`src/hw/rtl/lzw_pkg.sv`:
```
`default_nettype none
package lzw_pkg;

   localparam int CODE_BITS_DEF  = 12;
   localparam int TABLE_SIZE_DEF = 5021;
   localparam int EPOCH_BITS     = 4;

   typedef enum logic [3:0] {
      ST_CLEAR,
      ST_IDLE,
      ST_START,
      ST_REDUCE,
      ST_STEP,
      ST_READ,
      ST_CMP,
      ST_LOAD_PRE,
      ST_DRAIN_PRE,
      ST_LOAD_FIN,
      ST_DRAIN_FIN,
      ST_LOAD_END,
      ST_DRAIN_END,
      ST_LOAD_ZERO,
      ST_DRAIN_ZERO,
      ST_FINISH
   } state_type;

   typedef enum logic [1:0] {
      CS_PREFIX,
      CS_END,
      CS_ZERO
   } code_sel_type;

   typedef struct packed {
      logic         load_in;
      logic         open_stream;
      logic         start_hash;
      logic         reduce;
      logic         set_step;
      logic         mem_read;
      logic         advance;
      logic         take_hit;
      logic         insert;
      logic         load_code;
      code_sel_type code_sel;
      logic         set_prefix_byte;
      logic         drain;
      logic         mark_last;
      logic         clear_stream;
      logic         epoch_next;
      logic         clr_write;
   } cmd_type;

   typedef struct packed {
      logic idx_big;
      logic free;
      logic hit;
      logic tries_done;
      logic can_add;
      logic cnt_ge8;
      logic out_free;
      logic clr_done;
      logic stream_open;
      logic last;
      logic epoch_max;
   } status_type;

endpackage
`default_nettype wire

```
`src/hw/rtl/lzw_ctrl.sv`:
```
`default_nettype none
module lzw_ctrl (
   input  wire logic                clock,
   input  wire logic                reset,
   input  wire logic                req_valid,
   output logic                     req_stall,
   input  wire lzw_pkg::status_type status,
   output lzw_pkg::cmd_type         cmd
);

   lzw_pkg::state_type state_ff, state_in;

   always_ff @(posedge clock) begin
      if (reset) begin
         state_ff <= lzw_pkg::ST_CLEAR;
      end else begin
         state_ff <= state_in;
      end
   end

   assign req_stall = (state_ff != lzw_pkg::ST_IDLE);

   always_comb begin
      state_in = state_ff;
      case (state_ff)
         lzw_pkg::ST_CLEAR: begin
            if (status.clr_done) state_in = lzw_pkg::ST_IDLE;
         end
         lzw_pkg::ST_IDLE: begin
            if (req_valid) state_in = lzw_pkg::ST_START;
         end
         lzw_pkg::ST_START: begin
            if (!status.stream_open) begin
               state_in = status.last ? lzw_pkg::ST_LOAD_FIN : lzw_pkg::ST_IDLE;
            end else begin
               state_in = lzw_pkg::ST_REDUCE;
            end
         end
         lzw_pkg::ST_REDUCE: begin
            if (!status.idx_big) state_in = lzw_pkg::ST_STEP;
         end
         lzw_pkg::ST_STEP: state_in = lzw_pkg::ST_READ;
         lzw_pkg::ST_READ: state_in = lzw_pkg::ST_CMP;
         lzw_pkg::ST_CMP: begin
            if (status.hit) begin
               state_in = status.last ? lzw_pkg::ST_LOAD_FIN : lzw_pkg::ST_IDLE;
            end else if (status.free || status.tries_done) begin
               state_in = lzw_pkg::ST_LOAD_PRE;
            end else begin
               state_in = lzw_pkg::ST_READ;
            end
         end
         lzw_pkg::ST_LOAD_PRE: state_in = lzw_pkg::ST_DRAIN_PRE;
         lzw_pkg::ST_DRAIN_PRE: begin
            if (!status.cnt_ge8) begin
               state_in = status.last ? lzw_pkg::ST_LOAD_FIN : lzw_pkg::ST_IDLE;
            end
         end
         lzw_pkg::ST_LOAD_FIN: state_in = lzw_pkg::ST_DRAIN_FIN;
         lzw_pkg::ST_DRAIN_FIN: begin
            if (!status.cnt_ge8) state_in = lzw_pkg::ST_LOAD_END;
         end
         lzw_pkg::ST_LOAD_END: state_in = lzw_pkg::ST_DRAIN_END;
         lzw_pkg::ST_DRAIN_END: begin
            if (!status.cnt_ge8) state_in = lzw_pkg::ST_LOAD_ZERO;
         end
         lzw_pkg::ST_LOAD_ZERO: state_in = lzw_pkg::ST_DRAIN_ZERO;
         lzw_pkg::ST_DRAIN_ZERO: begin
            if (!status.cnt_ge8) state_in = lzw_pkg::ST_FINISH;
         end
         lzw_pkg::ST_FINISH: begin
            state_in = status.epoch_max ? lzw_pkg::ST_CLEAR : lzw_pkg::ST_IDLE;
         end
         default: state_in = lzw_pkg::ST_CLEAR;
      endcase
   end

   always_comb begin
      cmd = '0;
      cmd.code_sel = lzw_pkg::CS_PREFIX;
      case (state_ff)
         lzw_pkg::ST_CLEAR: cmd.clr_write = 1'b1;
         lzw_pkg::ST_IDLE: cmd.load_in = req_valid;
         lzw_pkg::ST_START: begin
            cmd.open_stream = !status.stream_open;
            cmd.start_hash  = status.stream_open;
         end
         lzw_pkg::ST_REDUCE: cmd.reduce = status.idx_big;
         lzw_pkg::ST_STEP: cmd.set_step = 1'b1;
         lzw_pkg::ST_READ: cmd.mem_read = 1'b1;
         lzw_pkg::ST_CMP: begin
            cmd.take_hit = status.hit;
            cmd.insert   = !status.hit && status.free && status.can_add;
            cmd.advance  = !status.hit && !status.free && !status.tries_done;
         end
         lzw_pkg::ST_LOAD_PRE: begin
            cmd.load_code       = 1'b1;
            cmd.code_sel        = lzw_pkg::CS_PREFIX;
            cmd.set_prefix_byte = 1'b1;
         end
         lzw_pkg::ST_LOAD_FIN: begin
            cmd.load_code = 1'b1;
            cmd.code_sel  = lzw_pkg::CS_PREFIX;
         end
         lzw_pkg::ST_LOAD_END: begin
            cmd.load_code = 1'b1;
            cmd.code_sel  = lzw_pkg::CS_END;
         end
         lzw_pkg::ST_LOAD_ZERO: begin
            cmd.load_code = 1'b1;
            cmd.code_sel  = lzw_pkg::CS_ZERO;
         end
         lzw_pkg::ST_DRAIN_PRE, lzw_pkg::ST_DRAIN_FIN, lzw_pkg::ST_DRAIN_END: begin
            cmd.drain = status.cnt_ge8 && status.out_free;
         end
         lzw_pkg::ST_DRAIN_ZERO: begin
            cmd.drain     = status.cnt_ge8 && status.out_free;
            cmd.mark_last = 1'b1;
         end
         lzw_pkg::ST_FINISH: begin
            cmd.clear_stream = 1'b1;
            cmd.epoch_next   = 1'b1;
         end
         default: cmd = '0;
      endcase
   end

endmodule
`default_nettype wire

```
`config.mk`:
```
export PLATFORM = sky130hd
export DESIGN_NAME = lzw_ctrl
export DESIGN_NICKNAME = d
export VERILOG_FILES = /design/src/hw/rtl/lzw_pkg.sv /design/src/hw/rtl/lzw_ctrl.sv
export SDC_FILE = /design/constraint.sdc
export NUM_CORES = 1
export LEC_CHECK = 0
export BUFFER_PORTS_ARGS = -buffer_cell sky130_fd_sc_hd__buf_2
export CORE_AREA = 2 2 39 41
export CTS_CLUSTER_DIAMETER = 200
export DETAILED_ROUTE_END_ITERATION = 12
export DIE_AREA = 0 0 41 43
export GPL_ROUTABILITY_DRIVEN = 0
export PLACE_DENSITY = 0.7
export SYNTH_ARGS = -nofsm -noshare
export SYNTH_HDL_FRONTEND = slang
export SYNTH_SLANG_ARGS = --single-unit
```
`constraint.sdc`:
```
create_clock -name clock -period 2.25 [get_ports clock]
set_clock_uncertainty 0.15 [all_clocks]
set_input_delay 0.1125 -clock clock [delete_from_list [all_inputs] [get_ports clock]]
set_output_delay 0.1125 -clock clock [all_outputs]
set_load 0.02 [all_outputs]
```
==> summary.txt <==
Crit path kind -> reg2out
PwrDens -> 445 nW/um^2
FFs w/ async S/R, synth -> 0
Placed Area -> 611 sq um
Crit-path max cell delay -> 580 ps
Nets -> 116
Syn-to-layout area delta -> 37.4%
Initial antenna violation count -> 0
Top Family by Delay on Critical Path -> simple AND/OR/NAND/NOR gates
Largest net degree at the start of global routing -> 17
Num CTS Buffers -> 3
Max_slew headroom -> 0.707
Final TNS setup -> 0 ps
Synth Warn # -> 0
Post-synth EDFFs -> 0
Pwr Total -> 0.000286 W
Worst EP required -> 1990 ps
Wire length per cell -> 11.7 microns
Final Setup Violations -> 0
Status -> finished, final reports clean
CTS H-Tree Depth -> 1
Static leakage -> 0.320 nW
Flop-to-flop setup slack -> 510 ps
Syn nets -> 85
TritonCTS clock tree -> yes
Commonest non-fill, non-tap cell in the layout -> buf_2
Initial Util -> 0.338
All-Layer GR Usage -> 0.163
Die Area -> 1760 sq um
Share of layout cells above drive strength 1 -> 0.370
DIE WIDTH -> 41 microns
RSZ-0062 raised after global routing -> false
CTS max path bufs -> 2
Largest regs -> state_ff x4
DR vias/cell -> 5.20
Die height -> 43 microns
Seq/Total Area, Yosys -> 0.171
DR DRC count -> 0
Crit path max fanout -> 16
Global-route wire length before repair -> 1970 microns
Worst skew pair latency -> 240 ps
Worst setup SP type -> register
Biggest register -> state_ff
Worst-path clk slew -> 40 ps
Final max-slew violation count -> 0
Synth Flop Type -> dfxtp_1
Cell area after layout -> 643 sq um
Synth Register Bits -> 4
Critical path's slowest cell -> dfxtp_1
Peak supply drop -> 0.000166 V
Fin crit share -> 0.873
CP bufs+invs -> 1
Endpoint class of the critical path -> output pin
Vias in the first global route -> 474
Crit path DAT -> 1700 ps
Fin util -> 0.465
Initial DRC count -> 9
Final hold vios -> 0
Crit path time final -> 1970 ps
DR pass1 iterations -> 4
Filler cells -> 160
Routed Antenna Nets -> 0
Gate Count Post-Synth -> 71
IO buf count -> 32
Max reg flops -> 4
Cell area after synthesis -> 468 sq um
Via count -> 603
MaxCap Viol Count -> 0
Library cells used by synthesis -> 32
Ant diodes -> 0
GRT Residual Overflow -> 0
I/O pin count -> 33
Hold WC Path Type -> in2reg
FP Rows -> 14
CP cell instances -> nand2_1 > nor4_1 > buf_2
DP HPWL -> 1040 microns
Syn Area/Cell -> 6.59 sq um
F_max -> 509 MHz
Setup WS pre-CTS -> 552 ps
Final Worst Setup Slack -> 285 ps
Clock sinks -> 4
Placeable Area -> 1380 sq um
Slew @ Worst Pin -> 440 ps
DRT Wirelength -> 1350 microns
Clock Tree Root -> clkbuf_4
Most frequent cells in the layout -> buf_2 (32), nor2_1 (9), nand2_1 (7)
[where the power goes]
part	switching, W	leakage (nW)	internal [W]
Combinational	0.0000554	0.273	0.0000456
Clock	0.0000310	0.0138	0.0000598
Sequential	0.0000177	0.0326	0.0000764
Total	0.000104	0.320	0.000182
[timing repair]
action                                 in CTS  in global routing
hold buffers                                1                  0
endpoints found under the hold margin       3                  0
buffers inserted                            0                  0
resized for setup                           0                  0
setup endpoints to repair                   0                  0
[logic make-up after synthesis]
family / Yosys count / synth area share
buffers and inverters: 8 / 0.0882
XOR/XNOR: 2 / 0.0374
AND/OR/NAND/NOR: 42 / 0.492
AO/OA/AOI/OAI: 15 / 0.211
flip-flops: 4 / 0.171
[through the flow]
step / hold slack, ps / instances
after floorplan: 24.9 / 71
after global placement: 176 / 112
after detailed placement: 180 / 112
after CTS: 93.5 / 116
after global routing: 114 / 116
final: 96.3 / 116
[final timing paths]
check,end,cells after the start,start
max,cmd[9],3,state_ff[1]
min,state_ff[3],4,status[2]
max reg2reg,state_ff[1],4,state_ff[1]
min reg2reg,state_ff[2],2,state_ff[2]
[cells in the mapped netlist, drive strengths merged, types with 2 or more instances]
cell type	number	area share
or2	2	0.027
buf	2	0.040
dfxtp	4	0.17
o21ai	2	0.021
clkbuf	5	0.040
nor4	2	0.027
and3	3	0.040
or4	2	0.032
nor3	3	0.032
xnor2	2	0.037
nand2b	4	0.053
nand2	7	0.056
nor2	9	0.072
a21oi	7	0.083
nor2b	3	0.040
[worst min-delay path, stage by stage]
cell and delay (ps):
buf_2 100, nand2b_1 80, nand3_1 80, a21oi_1 60
[per-layer routing]
metal	up-vias	GRT usage	wire length, microns
met4	0	0.100	9
met2	21	0.241	646
li1	309	-	-
met5	-	0	0
met1	271	0.215	588
met3	2	0.0209	108
[cell type report]
cell class	count	area, sq um	share of cell area
Multi-Input combinational cell	59	347	0.539
Timing Repair Buffer	33	170	0.265
Sequential cell	4	80.1	0.125
Clock buffer	3	22.5	0.0350
Tap cell	16	20.0	0.0311
Inverter	1	3.75	0.00584
Note: power is estimated with default switching activity, not from simulation.
